[src/rtl/core/wce_pkg.sv]
// Shared types, constants and codes for the waveform column envelope block.
package wce_pkg;

    localparam int SAMPLE_W  = 16;
    localparam int SPC_W     = 16;
    localparam int GAIN_W    = 16;
    localparam int HALF_W    = 11;
    localparam int CNT_W     = SPC_W + 1;             // holds a full 65536-sample column
    localparam int MAG_W     = 32;
    localparam int MAX_W     = SAMPLE_W - 1;
    localparam int PSUM_W    = 31;
    localparam int NSUM_W    = 32;
    localparam int MUL_A_W   = MAG_W + GAIN_W;        // magnitude times gain
    localparam int MUL_B_W   = GAIN_W;
    localparam int MUL_P_W   = MUL_A_W + MUL_B_W;
    localparam int PROD_W    = MUL_A_W + HALF_W;      // magnitude times gain times half height
    localparam int FRAC_SH   = 23;                    // 256 * 32768
    localparam int REM_W     = PROD_W - FRAC_SH;
    localparam int QUO_W     = HALF_W;
    localparam int BIT_W     = 4;
    localparam int DSH_W     = CNT_W + QUO_W;
    localparam int LOW_W     = HALF_W + 1;
    localparam int HIGH_W    = HALF_W;
    localparam int NUM_FLD   = 4;
    localparam int FLD_W     = 2;
    localparam int ADDR_W    = 4;
    localparam int DATA_W    = 32;
    localparam int TDATA_W   = 48;

    localparam logic [SPC_W-1:0]  SPC_RESET  = 16'd441;
    localparam logic [GAIN_W-1:0] GAIN_RESET = 16'd256;
    localparam logic [HALF_W-1:0] HALF_RESET = 11'd64;

    // register indexes (paddr[3:2])
    localparam logic [1:0] REG_SPC  = 2'd0;
    localparam logic [1:0] REG_GAIN = 2'd1;
    localparam logic [1:0] REG_HALF = 2'd2;

    // result field order inside the scaler
    localparam logic [FLD_W-1:0] FLD_PEAK_LOW  = 2'd0;
    localparam logic [FLD_W-1:0] FLD_PEAK_HIGH = 2'd1;
    localparam logic [FLD_W-1:0] FLD_MEAN_LOW  = 2'd2;
    localparam logic [FLD_W-1:0] FLD_MEAN_HIGH = 2'd3;

    typedef enum logic [2:0] {
        ST_IDLE,
        ST_MUL_GAIN,
        ST_MUL_HALF,
        ST_SAT,
        ST_DIV,
        ST_STORE,
        ST_DONE
    } wce_state_t;

    typedef struct packed {
        logic [SPC_W-1:0]  spc;
        logic [GAIN_W-1:0] gain;
        logic [HALF_W-1:0] half;
    } wce_cfg_t;

    // column snapshot: magnitudes in field order, and the folded count
    typedef struct packed {
        logic [NUM_FLD-1:0][MAG_W-1:0] mag;
        logic [CNT_W-1:0]              n;
    } wce_snap_t;

    typedef struct packed {
        logic idle;
        logic done;
    } wce_status_t;

    typedef struct packed {
        logic signed [LOW_W-1:0] peak_low;
        logic [HIGH_W-1:0]       peak_high;
        logic signed [LOW_W-1:0] mean_low;
        logic [HIGH_W-1:0]       mean_high;
    } wce_result_t;

endpackage

[src/rtl/core/wce_regs.sv]
// Configuration register file behind the APB-style port.
module wce_regs
    import wce_pkg::*;
(
    input  logic              aclk,
    input  logic              aresetn,
    input  logic              psel,
    input  logic              penable,
    input  logic              pwrite,
    input  logic [ADDR_W-1:0] paddr,
    input  logic [DATA_W-1:0] pwdata,
    output logic [DATA_W-1:0] prdata,
    output logic              pready,
    output wce_cfg_t          cfg
);

    wce_cfg_t   cfg_reg;
    logic       wr_en;
    logic [1:0] reg_idx;

    assign pready  = 1'b1;
    assign wr_en   = psel && penable && pwrite;
    assign reg_idx = paddr[3:2];
    assign cfg     = cfg_reg;

    always_ff @(posedge aclk) begin
        if (!aresetn) begin
            cfg_reg.spc  <= SPC_RESET;
            cfg_reg.gain <= GAIN_RESET;
            cfg_reg.half <= HALF_RESET;
        end else if (wr_en) begin
            unique case (reg_idx)
                REG_SPC:  cfg_reg.spc  <= pwdata[SPC_W-1:0];
                REG_GAIN: cfg_reg.gain <= pwdata[GAIN_W-1:0];
                REG_HALF: cfg_reg.half <= pwdata[HALF_W-1:0];
                default: ;
            endcase
        end
    end

    always_comb begin
        unique case (reg_idx)
            REG_SPC:  prdata = {{(DATA_W-SPC_W){1'b0}}, cfg_reg.spc};
            REG_GAIN: prdata = {{(DATA_W-GAIN_W){1'b0}}, cfg_reg.gain};
            REG_HALF: prdata = {{(DATA_W-HALF_W){1'b0}}, cfg_reg.half};
            default:  prdata = '0;
        endcase
    end

endmodule

[src/rtl/core/wce_accum.sv]
// Per-sample column accumulator: count, peaks and signed sums.
module wce_accum
    import wce_pkg::*;
(
    input  logic                       aclk,
    input  logic                       aresetn,
    input  logic                       accept,
    input  logic signed [SAMPLE_W-1:0] sample,
    input  logic [SPC_W-1:0]           spc,
    output logic                       col_end,
    output wce_snap_t                  snap
);

    logic [SPC_W-1:0]         cnt_reg;
    logic [MAX_W-1:0]         max_reg;
    logic signed [SAMPLE_W-1:0] min_reg;
    logic [PSUM_W-1:0]        psum_reg;
    logic signed [NSUM_W-1:0] nsum_reg;

    logic                       pos;
    logic [CNT_W-1:0]           cnt_v;
    logic [CNT_W-1:0]           len;
    logic [MAX_W-1:0]           max_v;
    logic signed [SAMPLE_W-1:0] min_v;
    logic [PSUM_W-1:0]          psum_v;
    logic signed [NSUM_W-1:0]   nsum_v;

    always_comb begin
        pos    = (sample > 16'sd0);
        cnt_v  = {1'b0, cnt_reg} + CNT_W'(1);
        len    = (spc == '0) ? CNT_W'(1) : {1'b0, spc};
        max_v  = (pos && (sample[MAX_W-1:0] > max_reg)) ? sample[MAX_W-1:0] : max_reg;
        min_v  = (!pos && (sample < min_reg)) ? sample : min_reg;
        psum_v = psum_reg + (pos ? {{(PSUM_W-MAX_W){1'b0}}, sample[MAX_W-1:0]} : '0);
        nsum_v = nsum_reg + (pos ? '0 : {{(NSUM_W-SAMPLE_W){sample[SAMPLE_W-1]}}, sample});
        // a wrapped count (65536 samples) also ends the column
        col_end = (cnt_v >= len);

        snap.mag[FLD_PEAK_LOW]  = MAG_W'(0) - {{(MAG_W-SAMPLE_W){min_v[SAMPLE_W-1]}}, min_v};
        snap.mag[FLD_PEAK_HIGH] = {{(MAG_W-MAX_W){1'b0}}, max_v};
        snap.mag[FLD_MEAN_LOW]  = MAG_W'(0) - nsum_v;
        snap.mag[FLD_MEAN_HIGH] = {{(MAG_W-PSUM_W){1'b0}}, psum_v};
        snap.n                  = cnt_v;
    end

    always_ff @(posedge aclk) begin
        if (!aresetn) begin
            cnt_reg  <= '0;
            max_reg  <= '0;
            min_reg  <= '0;
            psum_reg <= '0;
            nsum_reg <= '0;
        end else if (accept) begin
            if (col_end) begin
                cnt_reg  <= '0;
                max_reg  <= '0;
                min_reg  <= '0;
                psum_reg <= '0;
                nsum_reg <= '0;
            end else begin
                cnt_reg  <= cnt_v[SPC_W-1:0];
                max_reg  <= max_v;
                min_reg  <= min_v;
                psum_reg <= psum_v;
                nsum_reg <= nsum_v;
            end
        end
    end

endmodule

[src/rtl/core/wce_scaler.sv]
// Column scaler: one shared multiplier and one shift-subtract divider step under a sequencer.
module wce_scaler
    import wce_pkg::*;
(
    input  logic        aclk,
    input  logic        aresetn,
    input  logic        start,
    input  wce_snap_t   snap,
    input  wce_cfg_t    cfg,
    input  logic        ack,
    output wce_status_t status,
    output wce_result_t result
);

    wce_state_t        state_reg, state_next;
    logic [FLD_W-1:0]  fld_reg, fld_next;
    logic [BIT_W-1:0]  bit_reg, bit_next;
    wce_snap_t         snap_reg;
    logic [PROD_W-1:0] prod_reg, prod_next;
    logic [REM_W-1:0]  rem_reg, rem_next;
    logic [QUO_W-1:0]  quo_reg, quo_next;
    logic              sat_reg, sat_next;
    wce_result_t       result_reg, result_next;

    logic [MAG_W-1:0]   mag_sel;
    logic [CNT_W-1:0]   div_sel;
    logic [MUL_A_W-1:0] mul_a;
    logic [MUL_B_W-1:0] mul_b;
    logic [MUL_P_W-1:0] mul_p;
    logic [REM_W-1:0]   rem_op;
    logic [BIT_W-1:0]   shift;
    logic [DSH_W-1:0]   dsh;
    logic [REM_W:0]     diff;
    logic               ge;
    logic [QUO_W-1:0]   qclamp;
    logic [LOW_W-1:0]   qneg;

    // shared datapath
    always_comb begin
        mag_sel = snap_reg.mag[fld_reg];
        div_sel = ((fld_reg == FLD_PEAK_LOW) || (fld_reg == FLD_PEAK_HIGH))
                  ? CNT_W'(1) : snap_reg.n;

        if (state_reg == ST_MUL_GAIN) begin
            mul_a = {{(MUL_A_W-MAG_W){1'b0}}, mag_sel};
            mul_b = cfg.gain;
        end else begin
            mul_a = prod_reg[MUL_A_W-1:0];
            mul_b = {{(MUL_B_W-HALF_W){1'b0}}, cfg.half};
        end
        mul_p = mul_a * mul_b;

        // saturation test uses the same subtractor at shift QUO_W
        rem_op = (state_reg == ST_SAT) ? prod_reg[PROD_W-1:FRAC_SH] : rem_reg;
        shift  = (state_reg == ST_SAT) ? BIT_W'(QUO_W) : bit_reg;
        dsh    = {{(DSH_W-CNT_W){1'b0}}, div_sel} << shift;
        diff   = {1'b0, rem_op} - {{(REM_W+1-DSH_W){1'b0}}, dsh};
        ge     = !diff[REM_W];

        qclamp = (sat_reg || (quo_reg > cfg.half)) ? cfg.half : quo_reg;
        qneg   = LOW_W'(0) - {1'b0, qclamp};
    end

    always_comb begin
        state_next  = state_reg;
        fld_next    = fld_reg;
        bit_next    = bit_reg;
        prod_next   = prod_reg;
        rem_next    = rem_reg;
        quo_next    = quo_reg;
        sat_next    = sat_reg;
        result_next = result_reg;

        unique case (state_reg)
            ST_IDLE: begin
                if (start) begin
                    fld_next   = FLD_PEAK_LOW;
                    state_next = ST_MUL_GAIN;
                end
            end
            ST_MUL_GAIN: begin
                prod_next  = mul_p[PROD_W-1:0];
                state_next = ST_MUL_HALF;
            end
            ST_MUL_HALF: begin
                prod_next  = mul_p[PROD_W-1:0];
                state_next = ST_SAT;
            end
            ST_SAT: begin
                rem_next   = prod_reg[PROD_W-1:FRAC_SH];
                sat_next   = ge;
                quo_next   = '0;
                bit_next   = BIT_W'(QUO_W - 1);
                state_next = ST_DIV;
            end
            ST_DIV: begin
                if (ge) begin
                    rem_next          = diff[REM_W-1:0];
                    quo_next[bit_reg] = 1'b1;
                end
                if (bit_reg == '0) begin
                    state_next = ST_STORE;
                end else begin
                    bit_next = bit_reg - BIT_W'(1);
                end
            end
            ST_STORE: begin
                unique case (fld_reg)
                    FLD_PEAK_LOW:  result_next.peak_low  = qneg;
                    FLD_PEAK_HIGH: result_next.peak_high = qclamp;
                    FLD_MEAN_LOW:  result_next.mean_low  = qneg;
                    FLD_MEAN_HIGH: result_next.mean_high = qclamp;
                    default: ;
                endcase
                if (fld_reg == FLD_MEAN_HIGH) begin
                    state_next = ST_DONE;
                end else begin
                    fld_next   = fld_reg + FLD_W'(1);
                    state_next = ST_MUL_GAIN;
                end
            end
            ST_DONE: begin
                if (ack) begin
                    state_next = ST_IDLE;
                end
            end
            default: state_next = ST_IDLE;
        endcase
    end

    always_ff @(posedge aclk) begin
        if (!aresetn) begin
            state_reg <= ST_IDLE;
        end else begin
            state_reg <= state_next;
        end
    end

    always_ff @(posedge aclk) begin
        if ((state_reg == ST_IDLE) && start) begin
            snap_reg <= snap;
        end
        fld_reg    <= fld_next;
        bit_reg    <= bit_next;
        prod_reg   <= prod_next;
        rem_reg    <= rem_next;
        quo_reg    <= quo_next;
        sat_reg    <= sat_next;
        result_reg <= result_next;
    end

    assign status.idle = (state_reg == ST_IDLE);
    assign status.done = (state_reg == ST_DONE);
    assign result      = result_reg;

endmodule

[src/rtl/core/waveform_column_envelope.sv]
// Waveform column envelope: min/max/mean of each sample column, scaled for display.
//
// Input stream (s_*): one signed 16-bit sample per transfer in s_tdata.
// Output stream (m_*): one result per column, packed in m_tdata.
// APB port: samples_per_column at 0x0, amplitude_gain at 0x4, half_height at 0x8;
// write only while the block is idle.
// Samples that do not end a column are taken at one per cycle.
// The sample that ends a column starts the scaler, which runs four values through
// one multiplier (two passes each) and an 11-step shift-subtract divider.
// s_tready is low from that transfer until the result is loaded into the output
// register, which happens once the scaler is done and that register is free.
// If the receiver stalls, the result holds in m_tdata; the scaler then waits with
// the next result and s_tready stays low until the output register frees up.
// Reset (synchronous, active low) restores register defaults (441, 256, 64),
// clears the accumulators and drops m_tvalid.
module waveform_column_envelope
    import wce_pkg::*;
(
    input  logic               aclk,
    input  logic               aresetn,
    input  logic               s_tvalid,
    output logic               s_tready,
    input  logic [15:0]        s_tdata,   // [15:0] sample
    output logic               m_tvalid,
    input  logic               m_tready,
    output logic [TDATA_W-1:0] m_tdata,   // [11:0] peak_low, [22:12] peak_high,
                                          // [34:23] mean_low, [45:35] mean_high
    input  logic               psel,
    input  logic               penable,
    input  logic               pwrite,
    input  logic [ADDR_W-1:0]  paddr,
    input  logic [DATA_W-1:0]  pwdata,
    output logic [DATA_W-1:0]  prdata,
    output logic               pready
);

    wce_cfg_t    cfg;
    wce_snap_t   snap;
    wce_status_t status;
    wce_result_t result;
    logic        s_xfer;
    logic        col_end;
    logic        load;

    logic               m_tvalid_reg;
    logic [TDATA_W-1:0] m_tdata_reg;

    assign s_tready = status.idle;
    assign s_xfer   = s_tvalid && s_tready;
    assign load     = status.done && (!m_tvalid_reg || m_tready);

    wce_regs u_regs (
        .aclk    (aclk),
        .aresetn (aresetn),
        .psel    (psel),
        .penable (penable),
        .pwrite  (pwrite),
        .paddr   (paddr),
        .pwdata  (pwdata),
        .prdata  (prdata),
        .pready  (pready),
        .cfg     (cfg)
    );

    wce_accum u_accum (
        .aclk    (aclk),
        .aresetn (aresetn),
        .accept  (s_xfer),
        .sample  (s_tdata),
        .spc     (cfg.spc),
        .col_end (col_end),
        .snap    (snap)
    );

    wce_scaler u_scaler (
        .aclk    (aclk),
        .aresetn (aresetn),
        .start   (s_xfer && col_end),
        .snap    (snap),
        .cfg     (cfg),
        .ack     (load),
        .status  (status),
        .result  (result)
    );

    always_ff @(posedge aclk) begin
        if (!aresetn) begin
            m_tvalid_reg <= 1'b0;
        end else if (load) begin
            m_tvalid_reg <= 1'b1;
        end else if (m_tready) begin
            m_tvalid_reg <= 1'b0;
        end
    end

    always_ff @(posedge aclk) begin
        if (load) begin
            m_tdata_reg <= {2'b00, result.mean_high, result.mean_low,
                            result.peak_high, result.peak_low};
        end
    end

    assign m_tvalid = m_tvalid_reg;
    assign m_tdata  = m_tdata_reg;

endmodule

[config.mk]
export PLATFORM = sky130hd
export DESIGN_NAME = waveform_column_envelope
export DESIGN_NICKNAME = d
export VERILOG_FILES = /design/src/rtl/core/wce_pkg.sv /design/src/rtl/core/wce_regs.sv /design/src/rtl/core/wce_accum.sv /design/src/rtl/core/wce_scaler.sv /design/src/rtl/core/waveform_column_envelope.sv
export SDC_FILE = /design/constraint.sdc
export NUM_CORES = 2
export LEC_CHECK = 0
export BUFFER_PORTS_ARGS = -buffer_cell sky130_fd_sc_hd__buf_2
export CORE_MARGIN = 2
export CORE_UTILIZATION = 41
export DETAILED_ROUTE_END_ITERATION = 16
export GPL_TIMING_DRIVEN = 0
export PLACE_DENSITY = 0.52
export SETUP_SLACK_MARGIN = 0.02
export SYNTH_ARGS = -nofsm -noshare
export SYNTH_HDL_FRONTEND = slang
export SYNTH_SLANG_ARGS = --single-unit
[constraint.sdc]
create_clock -name aclk -period 10.5 [get_ports aclk]
set_input_delay 0.525 -clock aclk [delete_from_list [all_inputs] [get_ports aclk]]
set_output_delay 0.525 -clock aclk [all_outputs]
set_load 0.005 [all_outputs]
==> flow_summary.ini <==
[route]
drt_iter0_drc = 3320
finalWirelength_um = 167000
drtAntennaViolNets = 0
vias_per_cell = 5.36
vias = 39100
wire_per_inst_um = 23.0
firstDrtPassIters = 6
drc = 0

[grt]
grt_max_degree = 34
grtUsageTotal = 0.275
grt_pass1_vias = 39700
grt.overflow.total = 0
grt_pass1_wl_um = 251000
antenna_found_initial = 5

[logic_synthesis]
yosys.area.top_type_share = 0.260
synth-edff-count = 317
ys_warn_count = 0
netlist_instances = 5378
yosysSeqAreaShare = 0.258
ys_top_cells_by_area = fa_1 (26%), edfxtp_1 (19%), nand2_1 (6.8%), ha_1 (6.4%), dfxtp_1 (6.4%)
avgSynthCellArea_um2 = 9.14
ys.flop_type = edfxtp_1
synth_seq_cells = 474
async_reset_ff_frac = 0
yosysUniqueCellTypes = 86
syn-cell-area_um2 = 49100
synth_area_leader_cell = fa_1

[place]
place_area_um2 = 52200
io_buffers = 103
hpwlAfterDp_um = 137000
pre_cts_ws_ps = -2010
place.gp.congestion = 0.949

[worst_setup_path]
cp_max_fo = 11
reg2reg_to = u_scaler.prod_reg[54]
reg2regPathDepth = 29
crit_buf_inv = 7
path_common_cell = fa_1
r2r_slack_ps = 380
crit_cells = 29
r2r_start = u_scaler.state_reg[1]
path_class = reg2reg
endpoint = u_scaler.prod_reg[54]
worst-endpoint-arrival_ps = 10510
startpoint = u_scaler.state_reg[1]
worst_ep_required_time_ps = 10890
crit_slowest_cell = nor2_1
crit_family = adder cells
max_stage_delay_ps = 750
startpoint_type = register
end_kind = register

[sta]
skew_ps = 74.3
timing.fmax_ghz = 0.0988
min_period_ps = 10120
hold_slack_ps = 66.2
finalSetupViolations = 0
rsz0062_at_grt = false
finalCritPeriodShare = 0.964
maxSlewHeadroom = 0.0320
tightest_slew_ps = 1440
hold_violations = 0
slew_violations = 0
finalWorstSetupSlack_ps = 383

[flow_run]
max_cap_viol_count = 0

[clock_tree]
cts_tree = built
numClockSinks = 474
clock-root-buffer = clkbuf_16
path_clk_slew_ps = 60
clk_path_buf_depth = 3
numCtsBuffers = 59
clk_latency_ps = 720
htreeDepth = 2

[final_layout]
drive_gt1_frac = 0.0662
largest_reg_flops = 112
fin_nets = 6577
multi_input_area_um2 = 32900
area_growth_pct = 10.6
design_area_um2 = 54400
area.sequential_um2 = 12700
fillCellCount = 11800

[worst_hold_path]
hp-start = pwdata[15]
hold_path_class = in2reg

[pwr]
ir_drop_mv = 0.136
p_leak_nw = 23.9
p_per_area_nw_per_um2 = 153
p_total_mw = 8.30

[die]
ioPinCount = 142
die-area_um2 = 123000
die_w_um = 350
die_h_um = 350
num_rows = 127
core_um2 = 119000
initial_core_util = 0.412

[outcome]
status = completed
-- cell usage after synthesis (50+ instances only) --
master,n
edfxtp_1,317
a21o_1,98
nor2_1,366
xor2_1,82
ha_1,253
nand3_1,107
fa_1,637
o21ai_0,163
inv_1,817
dfxtp_1,157
mux2i_1,59
nand2_1,895
a21oi_1,286
clkbuf_1,209
and3_1,109
xnor2_1,129
nor3_1,60
nor2b_1,50
-- worst min-delay path, delay by kind of cell --
family	cells	cell delay, ps
AOI/OAI and AO/OA	1	50
buffers and inverters	1	110
and+or+nand+nor	1	50
-- placed cells by master, fill, tap and decap left out, types with 15 or more instances in the layout --
master     Yosys  routed
xnor2_1      129     129
nand2_1      895     895
mux4_2        25      25
nor4_1        19      19
mux2_2        32      32
a32o_1        21      21
buf_4         19      19
buf_1         22      18
dfxtp_1      157     157
nand3_1      107     107
or3_1         29      29
o211ai_1      20      20
xor2_1        82      82
fa_1         637     637
nor2_1       366     350
nand4_1       34      34
a22oi_1       16      16
a21oi_1      286     283
and2_1        48      48
buf_2          3     108
a31oi_1       24      23
a211oi_1      20      18
nor3_1        60      60
clkbuf_2       1      22
nor2b_1       50      49
mux2i_1       59      59
o21ai_0      163     161
clkbuf_1     209     194
conb_1         2      84
and3_1       109     109
inv_1        817     817
edfxtp_1     317     317
clkbuf_16      0      60
nand2b_1      45      45
ha_1         253     253
o21a_1        27      27
a21o_1        98      95
o21bai_1      24      24
a22o_1        15      15
-- per-layer routing --
| layer | track usage | routed length, um | vias up | share of wire |
|---|---|---|---|---|
| met5 | 0 | 0 | - | 0 |
| met4 | 0.103 | 7080 | 0 | 0.042 |
| met3 | 0.0555 | 12800 | 243 | 0.076 |
| met2 | 0.434 | 74400 | 1353 | 0.44 |
| met1 | 0.375 | 73200 | 19600 | 0.44 |
| li1 | - | - | 17900 | - |
-- power breakdown --
part	internal [mW]	switching, mW	total [mW]
combinational	1.37	2.45	3.82
sequential	2.22	0.121	2.34
clock	1.20	0.935	2.14
-- cells by family (layout without fill, tap and decap cells) --
logic type,after synthesis,after routing,synth area share
mux,116,116,0.0308
buf+inv,1072,1288,0.0834
fa+ha+maj,890,890,0.324
xor+xnor,211,211,0.0376
flops,474,474,0.258
simple gates,1813,1813,0.164
compound gates,800,800,0.102
other cells,2,85,0.000153
-- stage by stage --
step / std cells / TNS (ps) / util
4_1_cts: 7289 / 0 / 0.455
3_5_place_dp: 7182 / -28500 / 0.437
5_1_grt: 7288 / 0 / 0.455
3_3_place_gp: 7175 / -268060 / 0.436
6_report: 7289 / 0 / 0.455
2_1_floorplan: 5460 / 0 / -
-- cell type report --
cell class,count,area share
clock buffer,75,0.0298
timing repair buffer,110,0.0122
sequential,474,0.233
multi-input combinational,3914,0.605
antenna,1,0.0000460
buffer,251,0.0195
tap,1612,0.0371
inverter,818,0.0565
clock inverter,34,0.00709
-- worst min path at each step --
stage / end / slack (ps) / depth (start not counted)
detailed placement: m_tdata[24] / 400 / 0
global placement: m_tdata[3] / 400 / 0
global route: u_regs.cfg[22] / 70 / 3
finish: u_regs.cfg[26] / 70 / 3
CTS: u_regs.cfg[22] / 30 / 3
floorplan: m_tdata[0] / 400 / 0
-- timing repair --
action                                  in CTS  in global routing
setup buffers                                0                  0
resized for setup                           42                 31
hold buffers                                 0                  0
endpoints found under the setup margin      34                 18
Power figures use the tool's default switching activity.
